<file path="src/sv/texel_color_decoder_unit_assert.svh">
// Assertion macros shared by the decoder RTL.
`ifndef TEXEL_COLOR_DECODER_UNIT_ASSERT_SVH
`define TEXEL_COLOR_DECODER_UNIT_ASSERT_SVH

// Same-cycle implication, checked only outside reset.
`define TCD_ASSERT_NOW(label, clk, rst_n, ante, cons, msg) \
    label: assert property (@(posedge clk) disable iff (!rst_n) (ante) |-> (cons)) \
        else $error(msg);

// Next-cycle implication, checked only outside reset.
`define TCD_ASSERT_NEXT(label, clk, rst_n, ante, cons, msg) \
    label: assert property (@(posedge clk) disable iff (!rst_n) (ante) |=> (cons)) \
        else $error(msg);

`endif

</file>
<file path="src/sv/tcd_pkg.sv">
package tcd_pkg;

    typedef logic [2:0]  cmd_t;
    typedef logic [15:0] word_t;
    typedef logic [31:0] color_t;

    localparam cmd_t FMT_ARGB1555 = 3'd0;
    localparam cmd_t FMT_RGB565   = 3'd1;
    localparam cmd_t FMT_ARGB4444 = 3'd2;
    localparam cmd_t FMT_YUV422   = 3'd3;
    localparam cmd_t FMT_RAW      = 3'd4;

    // 16.16 fixed-point BT.601 coefficients, wide enough for a 9-bit signed operand.
    localparam logic signed [25:0] COEF_RV = 26'sd91881;
    localparam logic signed [25:0] COEF_GU = 26'sd22554;
    localparam logic signed [25:0] COEF_GV = 26'sd46802;
    localparam logic signed [25:0] COEF_BU = 26'sd116130;
    localparam logic [8:0]         CHROMA_BIAS = 9'd128;

    function automatic logic [7:0] rep4(input logic [3:0] v);
        return {v, v};
    endfunction

    function automatic logic [7:0] rep5(input logic [4:0] v);
        return {v, v[4:2]};
    endfunction

    function automatic logic [7:0] rep6(input logic [5:0] v);
        return {v, v[5:4]};
    endfunction

    function automatic logic [7:0] sat_byte(input logic signed [10:0] x);
        logic [7:0] res;
        if (x < 0) begin
            res = 8'd0;
        end
        else if (x > 11'sd255) begin
            res = 8'd255;
        end
        else begin
            res = x[7:0];
        end
        return res;
    endfunction

endpackage

</file>
<file path="src/sv/tcd_convert.sv">
module tcd_convert
    import tcd_pkg::*;
(
    input  cmd_t   cmd,
    input  word_t  word_a,
    input  word_t  word_b,
    output color_t color_a,
    output color_t color_b
);

    logic signed [8:0]  u;
    logic signed [8:0]  v;
    logic signed [25:0] u_ext;
    logic signed [25:0] v_ext;
    logic signed [25:0] prod_rv;
    logic signed [25:0] prod_g;
    logic signed [25:0] prod_bu;
    logic signed [25:0] sh_rv;
    logic signed [25:0] sh_g;
    logic signed [25:0] sh_bu;
    color_t             yuv_a;
    color_t             yuv_b;

    function automatic color_t expand_word(input word_t w, input cmd_t fmt);
        color_t res;
        case (fmt)
            FMT_ARGB1555: res = {(w[15] ? 8'hff : 8'h00), rep5(w[4:0]),
                                 rep5(w[9:5]), rep5(w[14:10])};
            FMT_RGB565:   res = {8'hff, rep5(w[4:0]), rep6(w[10:5]), rep5(w[15:11])};
            FMT_ARGB4444: res = {rep4(w[15:12]), rep4(w[3:0]), rep4(w[7:4]),
                                 rep4(w[11:8])};
            default:      res = {8'hff, 8'h00, w[15:8], w[7:0]};
        endcase
        return res;
    endfunction

    function automatic color_t yuv_pixel(input logic [7:0] y,
                                         input logic signed [25:0] rv,
                                         input logic signed [25:0] g,
                                         input logic signed [25:0] bu);
        logic signed [10:0] ys;
        logic signed [10:0] r_sum;
        logic signed [10:0] g_sum;
        logic signed [10:0] b_sum;
        ys    = signed'({3'b000, y});
        r_sum = ys + rv[10:0];
        g_sum = ys - g[10:0];
        b_sum = ys + bu[10:0];
        return {8'hff, sat_byte(b_sum), sat_byte(g_sum), sat_byte(r_sum)};
    endfunction

    assign u     = signed'({1'b0, word_a[7:0]} - CHROMA_BIAS);
    assign v     = signed'({1'b0, word_b[7:0]} - CHROMA_BIAS);
    assign u_ext = signed'({{17{u[8]}}, u});
    assign v_ext = signed'({{17{v[8]}}, v});

    assign prod_rv = COEF_RV * v_ext;
    assign prod_g  = COEF_GU * u_ext + COEF_GV * v_ext;
    assign prod_bu = COEF_BU * u_ext;

    // Arithmetic shift gives floor rounding for negative products.
    assign sh_rv = prod_rv >>> 16;
    assign sh_g  = prod_g >>> 16;
    assign sh_bu = prod_bu >>> 16;

    assign yuv_a = yuv_pixel(word_a[15:8], sh_rv, sh_g, sh_bu);
    assign yuv_b = yuv_pixel(word_b[15:8], sh_rv, sh_g, sh_bu);

    always_comb
    begin
        if (cmd == FMT_YUV422) begin
            color_a = yuv_a;
            color_b = yuv_b;
        end
        else begin
            color_a = expand_word(word_a, cmd);
            color_b = expand_word(word_b, cmd);
        end
    end

endmodule

</file>
<file path="src/sv/texel_color_decoder_unit.sv">
// Channel   Handshake               Payload
// request   req_valid / req_ready   cmd, word_a, word_b
// response  rsp_valid / rsp_ready   color_a, color_b
//
// One request per cycle while rsp_ready stays high.
// The path is an input register, the format decode and YUV math, then a result register.
// Reset clears only the two valid flags; payload registers are not reset.
// A stalled response holds the result register, and the input register
// keeps taking requests until it too is full.
`include "texel_color_decoder_unit_assert.svh"

module texel_color_decoder_unit
    import tcd_pkg::*;
(
    input  logic   clk,
    input  logic   rst_n,
    input  logic   req_valid,
    output logic   req_ready,
    input  cmd_t   cmd,
    input  word_t  word_a,
    input  word_t  word_b,
    output logic   rsp_valid,
    input  logic   rsp_ready,
    output color_t color_a,
    output color_t color_b
);

    logic   s1_valid_reg;
    logic   s1_valid_next;
    cmd_t   cmd_reg;
    word_t  word_a_reg;
    word_t  word_b_reg;
    logic   rsp_valid_reg;
    logic   rsp_valid_next;
    color_t color_a_reg;
    color_t color_b_reg;
    color_t color_a_next;
    color_t color_b_next;
    logic   out_load;
    logic   in_load;

    tcd_convert u_convert (
        .cmd     (cmd_reg),
        .word_a  (word_a_reg),
        .word_b  (word_b_reg),
        .color_a (color_a_next),
        .color_b (color_b_next)
    );

    // The result register takes a new value from a full input register when it is empty or being drained.
    assign out_load  = s1_valid_reg && (!rsp_valid_reg || rsp_ready);
    assign req_ready = !s1_valid_reg || out_load;
    assign in_load   = req_valid && req_ready;

    always_comb
    begin
        s1_valid_next  = in_load || (s1_valid_reg && !out_load);
        rsp_valid_next = out_load || (rsp_valid_reg && !rsp_ready);
    end

    always_ff @(posedge clk or negedge rst_n)
    begin
        if (!rst_n) begin
            s1_valid_reg  <= 1'b0;
            rsp_valid_reg <= 1'b0;
        end
        else begin
            s1_valid_reg  <= s1_valid_next;
            rsp_valid_reg <= rsp_valid_next;
        end
    end

    always_ff @(posedge clk)
    begin
        if (in_load) begin
            cmd_reg    <= cmd;
            word_a_reg <= word_a;
            word_b_reg <= word_b;
        end
        if (out_load) begin
            color_a_reg <= color_a_next;
            color_b_reg <= color_b_next;
        end
    end

    assign rsp_valid = rsp_valid_reg;
    assign color_a   = color_a_reg;
    assign color_b   = color_b_reg;

    `TCD_ASSERT_NOW(a_empty_takes_req, clk, rst_n, !s1_valid_reg, req_ready, "input stage empty but not ready")
    `TCD_ASSERT_NEXT(a_load_gives_rsp, clk, rst_n, out_load, rsp_valid, "loaded result not presented")
    `TCD_ASSERT_NEXT(a_stall_keeps_item, clk, rst_n, s1_valid_reg && rsp_valid_reg && !rsp_ready, s1_valid_reg, "pending request lost during stall")

endmodule

</file>
<file path="config.mk">
export PLATFORM = sky130hd
export DESIGN_NAME = texel_color_decoder_unit
export DESIGN_NICKNAME = d
export VERILOG_FILES = /design/src/sv/tcd_pkg.sv /design/src/sv/tcd_convert.sv /design/src/sv/texel_color_decoder_unit.sv
export VERILOG_INCLUDE_DIRS = /design/src /design/src/sv
export SDC_FILE = /design/constraint.sdc
export NUM_CORES = 1
export LEC_CHECK = 0
export ABC_AREA = 1
export ABC_CLOCK_PERIOD_IN_PS = 23800
export BUFFER_PORTS_ARGS = -buffer_cell sky130_fd_sc_hd__buf_2
export CAP_MARGIN = 30
export CORE_ASPECT_RATIO = 1.4
export CORE_UTILIZATION = 45
export CTS_CLUSTER_SIZE = 20
export DETAILED_ROUTE_END_ITERATION = 12
export PLACE_DENSITY = 0.65
export SYNTH_ARGS = -nofsm -noshare
export SYNTH_HDL_FRONTEND = slang
export SYNTH_SLANG_ARGS = --single-unit
</file>
<file path="constraint.sdc">
create_clock -name clk -period 23.8 [get_ports clk]
set_input_delay 4.76 -clock clk [delete_from_list [all_inputs] [get_ports clk]]
set_output_delay 4.76 -clock clk [all_outputs]
set_load 0.005 [all_outputs]
</file>
-- Word-level counts from Yosys, hierarchy flattened
Cells that the tools add are included.
- input bits: 39
- register bits after elaboration: 101
- logic and storage cells: 68
- magnitude comparators: 12
- mux-type cells: 18
- add/sub/neg operators: 9
- equal/unequal tests: 3
- multiply operators: 4
- reduce and logical (&&, ||, !) cells: 13
- operators by type and width (operator ; number):
    case mux 32 bit (3 select lines) ; 2
    2-to-1 mux 8 bit ; 14
    > comparator 11 x 9 -> 1 bit (second input constant) ; 6
    < comparator 11 x 1 -> 1 bit (second input constant) ; 6
    2-to-1 mux 24 bit ; 2
    adder 9 x 10 -> 11 bit ; 4
    adder 25 x 26 -> 26 bit ; 1
    multiplier 18 x 9 -> 26 bit (first input constant) ; 1
    multiplier 16 x 9 -> 25 bit (first input constant) ; 1
    multiplier 17 x 9 -> 25 bit (first input constant) ; 1
    multiplier 15 x 9 -> 24 bit (first input constant) ; 1
    subtractor 9 x 10 -> 11 bit ; 2
    subtractor 8 x 8 -> 9 bit (second input constant) ; 2
    equality test 3 x 2 -> 1 bit (second input constant) ; 2
    logical AND 1 bit ; 4
    zero test 1 bit ; 4
    logical OR 1 bit ; 4
    equality test 3 x 1 -> 1 bit (second input constant) ; 1
    zero test 3 bit ; 1

-- Logic depth before layout (Yosys ltp)
Gate-level depths: netlist of the first run.
- depth in word-level cells: 8
- gate-level depth with buffers: 44
- depth with buffers taken out: 44

-- Hierarchy
From an unflattened synthesis of the first run, not the netlist that was laid out.
- cell total of the unflattened synthesis: 2021
- area, all modules: 16402.0 um2
- modules (own cells, without submodules) (module ; instances ; cells an instance ; area each (um2)):
    tcd_convert ; 1 ; 1910 ; 13334.0
    texel_color_decoder_unit ; 1 ; 111 ; 3067.9

-- Worst setup path before layout of the first run
Ideal clock, no wire load.
- path kind: in2out
- start point: input port rsp_ready
- end point: output port req_ready
- data required time: 19.040 ns
- buffers on the path: 0
- data arrival time: 4.929 ns
- stages on the path: 2
- slack: 14.111 ns
- cell sequence: inv_1 > nand3_1
- word-level cells in the longest chain between the ends: 3
- ends and longest elaborated chain (item ; line ; source):
    start, declared ; texel_color_decoder_unit.sv:23 ; input logic rsp_ready,
    logical OR 1 bit ; texel_color_decoder_unit.sv:51 ; assign out_load = s1_valid_reg && (!rsp_valid_reg || rsp_ready);
    logical AND 1 bit ; texel_color_decoder_unit.sv:51 ;
    logical OR 1 bit ; texel_color_decoder_unit.sv:52 ; assign req_ready = !s1_valid_reg || out_load;
    end, declared ; texel_color_decoder_unit.sv:18 ; output logic req_ready,
Every way passes these cells.

-- Final worst setup path of the first run
Same ends and word-level chain as after synthesis.

==> metrics, run 1 <==
post-DR vias/cell 5.379; worst r2r src word_a_reg[4]; H-Tree Depth 3; #FFs+latches synth 93; CP required 19.04 ns; Final Max Slew Viols 0; FP Rows 82; Area Overhead vs Synth 8.521%; Core ar. 0.03581 mm²; Fin. Hold Viols 0; WP depth 4; number of global-route vias before repair 14520; CTS tree done; Crit. Startpoint rsp_ready; arrival time at the worst endpoint 5.24 ns; Total Wirelength 48250 µm; nets@finish 2637; io pins 105; Final Hold Slack 0.5375 ns; total track usage 26.59%; die height 227.8 µm; antenna-violating nets left 0; Clock Latency Late Sink 0.37 ns; DIE AREA 0.03719 mm²; Post-Syn Area per Cell 7.916 µm²; crit-path cells buf_2 -> inv_1 -> nand3_1 -> buf_2; final setup violation count 0; TNS Setup 0 ns; sequential-to-total area share from yosys stat 16.98%; total grt overflow 0; hpwl dp 40440 µm; final cell count without fillers 2644; hold buffers post-CTS 0; drt wl/cell 18.25 µm; mapped cell area 0.01639 mm²; initial antenna violation count 0; DRC 0; post-route minimum period 10.00 ns; CTS resizes 0; Core Util, Final 49.66%; Synth cell types 49; Cells after DPL 2629; Worst path slowest cell buf_2; Buffers & Inverters on Critical Path 3; CP Class input pin to output pin; CP top delay family buffers and inverters; Slew @ Worst Pin 0.8420 ns; Bufs on Longest Clock Path 2; proportion of layout cells with a drive suffix above 1 9.074%; RSZ-0062 raised after global routing false; FF-to-FF path depth 39; Post-Syn Instances 2070; Die Wd 163.3 µm; critical path launch point type input pin; hold crit path type register to register; Top cell by count, worst path buf_2; area of the multi-input gates 0.01201 mm²; status finished clean; CTS Buf Count 9; global-route wire length before repair 75600 µm; gpl congestion 0.9780; maxcap violations 0; Worst-path clk slew 0.07 ns; crit-path max FO 3; yosys warns 0; vias 14220; Root Buffer clkbuf_16; Post-synth EDFFs 91; Clock Skews 0.01205 ns; port bufs 104; slowest stage delay, CP 0.15 ns; register area 0.002783 mm²; initial DRC count 837; Synth Flop Type edfxtp_1; syn_nets 2529; ant diodes 0; Worst Hold Path Cells 2; setup bufs post-CTS 0; Final Cycle Share 42.03%; Critical Path Sink Type output pin; # fillers 3414; Post-synth ARST share 2.151%; Max-slew headroom 43.46%; largest net degree at the start of global routing 57; hold path startpoint s1_valid_reg; upper clock frequency limit 99.98 MHz; DR pass1 iterations 5; CTS Sinks 93; initial core utilization 45.76%
logic make-up after synthesis:
logic type | Yosys count | synth area share [%]
AOI/OAI and AO/OA | 300 | 10.95
xor gates and xnor gates | 114 | 6.208
adders and majority gates | 420 | 36.65
buffers and inverters | 420 | 9.804
DFF | 93 | 16.98
and+or+nand+nor | 723 | 19.41
final cells by class:
| class | count | share of cell area (%) |
|---|---|---|
| inverters | 400 | 8.443 |
| multi-input cells | 1557 | 67.53 |
| clock inverters | 6 | 0.3870 |
| flip-flops and latches | 93 | 15.65 |
| clock buffers | 9 | 1.266 |
| well taps | 462 | 3.251 |
| repair buffers | 117 | 3.476 |
tightest hold or removal path: stages, from the launching register on:
cell,delay [ns]
dfrtp_1,0.36
inv_1,0.08
nand2_1,0.07
final timing paths:
kind                                 to  slack, ns
min                           rsp_valid       0.54
max in group asynchronous     rsp_valid      19.53
min in group asynchronous  s1_valid_reg       4.16
min reg2reg                   rsp_valid       0.54
max reg2reg                 color_a[14]      15.34
max                           req_ready      13.80
per-stage QoR:
stage / setup WS [ns] / instance area [µm²]
global route: 13.73 / 17780
CTS: 13.79 / 17780
finish: 13.80 / 17780
floorplan: 14.11 / 16390
detailed placement: 13.79 / 17490
global placement: 13.81 / 17490
cells in the final DEF, fill, tap and decap left out, types with 14 or more instances in the layout:
cell	count
a21oi_1	106
fa_1	100
xnor2_1	32
nand2_1	429
nand3_1	125
buf_2	104
o21ai_0	90
o211ai_1	18
nor2_1	84
a21o_1	15
nand4_1	16
edfxtp_1	91
nand2_2	14
inv_1	392
o21bai_1	20
ha_1	320
xor2_1	81
routing by layer:
metal / GRT usage [%] / vias up / wire length [µm]
li1: - / 7024 / -
met5: 0 / - / 0
met3: 2.382 / 127 / 1818
met4: 14.52 / 0 / 2720
met2: 48.97 / 427 / 24890
met1: 29.50 / 6644 / 18830
cell usage after synthesis, types with 6 or more instances:
cell,count,area (µm²)
nand2_1,429,1610
inv_1,393,1475
ha_1,320,4004
nand3_1,125,625.6
a21oi_1,107,535.5
fa_1,100,2002
edfxtp_1,91,2733
o21ai_0,90,450.4
nor2_1,84,315.3
xor2_1,81,709.4
xnor2_1,32,280.3
o21bai_1,20,150.1
o211ai_1,18,135.1
nand4_1,16,100.1
a21o_1,15,112.6
nand2_2,14,87.58
clkbuf_1,12,45.04
nand3_2,12,120.1
nor3_1,9,45.04
buf_4,8,60.06
a31oi_1,7,43.79
nor2_2,7,43.79
or2_2,7,43.79
a31o_2,6,52.55
o221ai_1,6,52.55
o22ai_1,6,37.54
Power of run 1 is left out: the tool's default activity adds up to more than one toggle a clock period on the data nets, which glitch-free logic cannot reach.
==> run 2, diff against run 1 <==
ABC_CLOCK_PERIOD_IN_PS = 10300   (was 23800)
clock period = 10.3 ns   (was 23.8 ns; I/O delays follow)
==> run 2 against run 1 <==
Compared with the run above: utilization about the same; final area about the same; setup slack worse by 12 ns; global-route usage up 0.46 points; critical path depth up 37; cell count about the same; non-clock buffer count down 2; critical path type is now register to register; clock-buffer cell count unchanged; sequential share of layout area about the same.
==> metrics, run 2 (synthesis results as in run 1) <==
slowest stage delay, CP 0.89 ns; Fin. Hold Viols 0; commonest cells after routing, fill and taps aside 429 x nand2_1, 392 x inv_1, 320 x ha_1; CTS tree done; Max-slew headroom 40.50%; initial DRC count 800; CP required 10.41 ns; Core ar. 0.03581 mm²; DIE AREA 0.03719 mm²; final setup violation count 0; DRC 0; crit-path max FO 11; flop-to-flop setup slack 1.51 ns; post-DR vias/cell 5.433; upper clock frequency limit 113.8 MHz; number of global-route vias before repair 14580; die height 227.8 µm; hpwl dp 41390 µm; Crit. Startpoint word_a_reg[1]; Final Cycle Share 85.35%; CP Class register to register; Worst path slowest cell edfxtp_1; Clock Latency Late Sink 0.38 ns; Root Buffer clkbuf_16; Worst Hold Path Cells 2; CTS Buf Count 9; Bufs on Longest Clock Path 2; global-route wire length before repair 77110 µm; initial core utilization 45.76%; status finished clean; DR pass1 iterations 5; Hold Path Sink rsp_valid; FP Rows 82; global route hottest layer met2; hold buffers post-CTS 0; total grt overflow 0; TNS Setup 0 ns; total track usage 27.05%; Die Wd 163.3 µm; CTS resizes 0; met1 usage 30.85%; nets@finish 2635; Reg2Reg Capture Point color_b[12]; GR Util met3 2.491%; Worst-path clk slew 0.08 ns; critical path launch point type register; antenna-violating nets left 0; drt wl/cell 18.59 µm; Clock Skews 0.01576 ns; hold crit path type register to register; vias 14360; proportion of layout cells with a drive suffix above 1 8.991%; io pins 105; FF-to-FF path depth 41; setup bufs post-CTS 0; gpl congestion 0.9364; M2 GR Usage 48.87%; maxcap violations 0; port bufs 104; pre-CTS setup slack 1.617 ns; commonest non-fill, non-tap cell in the layout nand2_1; worst r2r src word_a_reg[1]; Slew @ Worst Pin 0.8915 ns; post-route minimum period 8.791 ns; arrival time at the worst endpoint 8.90 ns; Total Wirelength 49120 µm; largest net degree at the start of global routing 57; ant diodes 0; H-Tree Depth 3; Critical Path Sink Type register; # fillers 3483; hold path startpoint s1_valid_reg; RSZ-0062 raised after global routing false; initial antenna violation count 0; Area Overhead vs Synth 8.445%; Final Max Slew Viols 0; final worst slack 1.509 ns; Top cell by count, worst path nand2_1; CTS Sinks 93
==> run 2: changes by cell type in the layout (fill, tap and decap cells not counted) <==
cell	delta
buf_4	-2
inv_6	-1
inv_8	+1
==> run 2: metrics by stage <==
stage               std cells  utilization [%]  hold WS, ns  cell area (µm²)
detailed placement       2627            48.80       0.5291            17470
global placement         2627            48.80       0.4961            17470
finish                   2642            49.63       0.5396            17770
CTS                      2642            49.63       0.5517            17770
global route             2642            49.63       0.5908            17770
floorplan                2070                -       0.4471            16390
==> run 2: layout make-up <==
class,count,area (µm²),share of cell area [%]
Tap cell,462,578.1,3.253
Multi-Input combinational cell,1557,12010,67.58
Clock buffer,9,225.2,1.267
Inverter,400,1501,8.449
Clock inverter,6,71.32,0.4013
Timing Repair Buffer,115,603.1,3.394
Sequential cell,93,2783,15.66
==> run 2: per-layer routing <==
layer	routed length (µm)	vias up	share of wire (%)
met4	2563	0	5.2
met2	25150	386	51
met5	0	-	0
met1	19660	6819	40
met3	1742	137	3.5
li1	-	7013	-
==> run 2: how the worst max path moves through the flow <==
stage / end
2_1_floorplan: color_a[12]
3_3_place_gp: color_a[15]
3_5_place_dp: color_a[15]
4_1_cts: color_b[12]
5_1_grt: color_b[12]
6_report: color_b[12]
==> run 2: worst max-delay path, delay by kind of cell, from the launching register on <==
| kind | cells | cell delay, ns |
|---|---|---|
| flip-flops | 1 | 0.89 |
| adder cells (fa/ha/maj) | 9 | 2.87 |
| XOR/XNOR | 2 | 0.64 |
| buffers and inverters | 6 | 0.58 |
| AND/OR/NAND/NOR | 12 | 1.09 |
| AO/OA/AOI/OAI | 12 | 2.42 |
Power of run 2 is left out for the same reason.
==> run 3, diff against run 2 <==
SYNTH_HIERARCHICAL = 1   (was not set)
==> run 3 against run 2 <==
Compared with the run above: synthesized cell count is 2.4% lower; via count down 2.2%; die area about the same; clock-buffer cell count up 2; clock skew fell by 0.0029 ns; flip-flop and latch count up 8; utilization barely moved; first-iteration DRC count up 11%; critical path depth up 2; fmax rose by 4.2%.
==> metrics, run 3 <==
Cells after DPL 2579; WL met2 24130 µm; Slew @ Worst Pin 0.9116 ns; post-DR vias/cell 5.408; DRC 0; TNS Setup 0 ns; sequential-to-total area share from yosys stat 18.43%; CP Class register to register; initial DRC count 886; Synth Flop Type edfxtp_1; Synth cell types 51; met1 WL 19280 µm; Critical Path Sink Type register; setup bufs post-CTS 0; Post-synth EDFFs 99; commonest non-fill, non-tap cell in the layout nand2_1; crit-path max FO 14; antenna-violating nets left 0; slowest stage delay, CP 0.78 ns; initial antenna violation count 0; post-route minimum period 8.434 ns; CTS resizes 0; hpwl dp 40530 µm; Area contributors post-synth ha_1 24%, edfxtp_1 18%, fa_1 12%; hold buffers post-CTS 0; drt wl/cell 18.53 µm; Root Buffer clkbuf_16; total grt overflow 0; syn_nets 2480; gpl congestion 1.028; io pins 105; Final Max Slew Viols 0; FP Rows 82; Max-slew headroom 39.00%; most common cell in the netlist nand2_1; Die Wd 163.4 µm; Post-Syn Area per Cell 8.116 µm²; largest net degree at the start of global routing 65; Final Cycle Share 81.88%; H-Tree Depth 3; Worst path slowest cell edfxtp_1; final cell count without fillers 2595; CTS tree done; arrival time at the worst endpoint 8.54 ns; Top cell by count, worst path nand2_1; Post-synth ARST share 1.980%; Bufs on Longest Clock Path 2; critical path launch point type register; CTS Sinks 101; Synth top area share 24.41%; status finished clean; nets@finish 2587; CTS Buf Count 9; Post-Syn Instances 2021; Synth top cells by count 396 x nand2_1, 372 x inv_1, 320 x ha_1; commonest cells after routing, fill and taps aside 396 x nand2_1, 372 x inv_1, 320 x ha_1; port bufs 104; upper clock frequency limit 118.6 MHz; Fin. Hold Viols 0; DR top layer met4; Core ar. 0.03581 mm²; mapped cell area 0.01640 mm²; DR pass1 iterations 6; Met3 Routed Length 1952 µm; hold crit path type register to register; Clock Latency Late Sink 0.37 ns; #FFs+latches synth 101; number of global-route vias before repair 13990; vias 14030; die height 227.9 µm; CP required 10.41 ns; yosys warns 6; proportion of layout cells with a drive suffix above 1 9.752%; maxcap violations 0; final setup violation count 0; initial core utilization 45.81%; Total Wirelength 48080 µm; RSZ-0062 raised after global routing false; global-route wire length before repair 75500 µm; Synth area leader ha_1; Area Overhead vs Synth 8.422%; total track usage 26.57%; ant diodes 0; DIE AREA 0.03723 mm²; Worst-path clk slew 0.08 ns; Clock Skews 0.01281 ns
## run 3: cell count changes after synthesis, moves of 8 or more
cell	before	now
edfxtp_1	91	99
inv_1	393	372
nand2_1	429	396
nand3_1	125	98
nor2_1	84	93
o211ai_1	18	10
xor2_1	81	70
## run 3: final timing paths
| kind | startpoint | to | slack (ns) | cells after the start |
|---|---|---|---|---|
| setup reg to reg | word_b_reg[7] | color_b[12] | 1.87 | 43 |
| hold / removal | s1_valid_reg | rsp_valid | 0.54 | 2 |
| setup / recovery | word_b_reg[7] | color_b[12] | 1.87 | 43 |
| hold reg to reg | s1_valid_reg | rsp_valid | 0.54 | 2 |
| min in group asynchronous | rst_n | s1_valid_reg | 1.47 | 1 |
| max in group asynchronous | rst_n | rsp_valid | 8.74 | 1 |
## run 3: layout make-up
type / instances / area [µm²]
Timing Repair Buffer: 117 / 618.1
Clock buffer: 11 / 232.7
Clock inverter: 5 / 43.79
Tap cell: 462 / 578.1
Multi-Input combinational cell: 1519 / 11860
Inverter: 380 / 1426
Fill cell: 3508 / 18020
Sequential cell: 101 / 3023
## run 3: kinds of logic after synthesis
logic type	share of synthesized area [%]
and+or+nand+nor	18.79
adders and majority gates	36.62
buffers and inverters	9.368
AOI/OAI and AO/OA	10.87
xor gates and xnor gates	5.927
DFF	18.43
## run 3: routing by layer
metal	up-vias	GRT usage, %
met5	-	0
met4	0	13.81
met3	119	2.255
met2	428	47.25
met1	6586	31.32
li1	6900	-
## run 3: critical path, delay by kind of cell, from the launching register on
kind	cells	cell delay, ns
AOI/OAI and AO/OA	7	1.25
xor gates and xnor gates	3	0.61
adders and majority gates	7	2.77
buffers and inverters	5	0.81
DFF	1	0.78
and+or+nand+nor	21	1.93
## run 3: through the flow
stage                     hold WS [ns]  cell area, µm²  setup WS, ns  utilization, %
after floorplan                 0.4675           16400         2.966               -
after global placement          0.5210           17510         1.999           48.89
after detailed placement        0.5301           17510         1.816           48.89
after CTS                       0.5468           17780         1.789           49.66
after global routing            0.5779           17780        0.9893           49.66
final                           0.5432           17780         1.866           49.66
Power of run 3 is left out for the same reason.
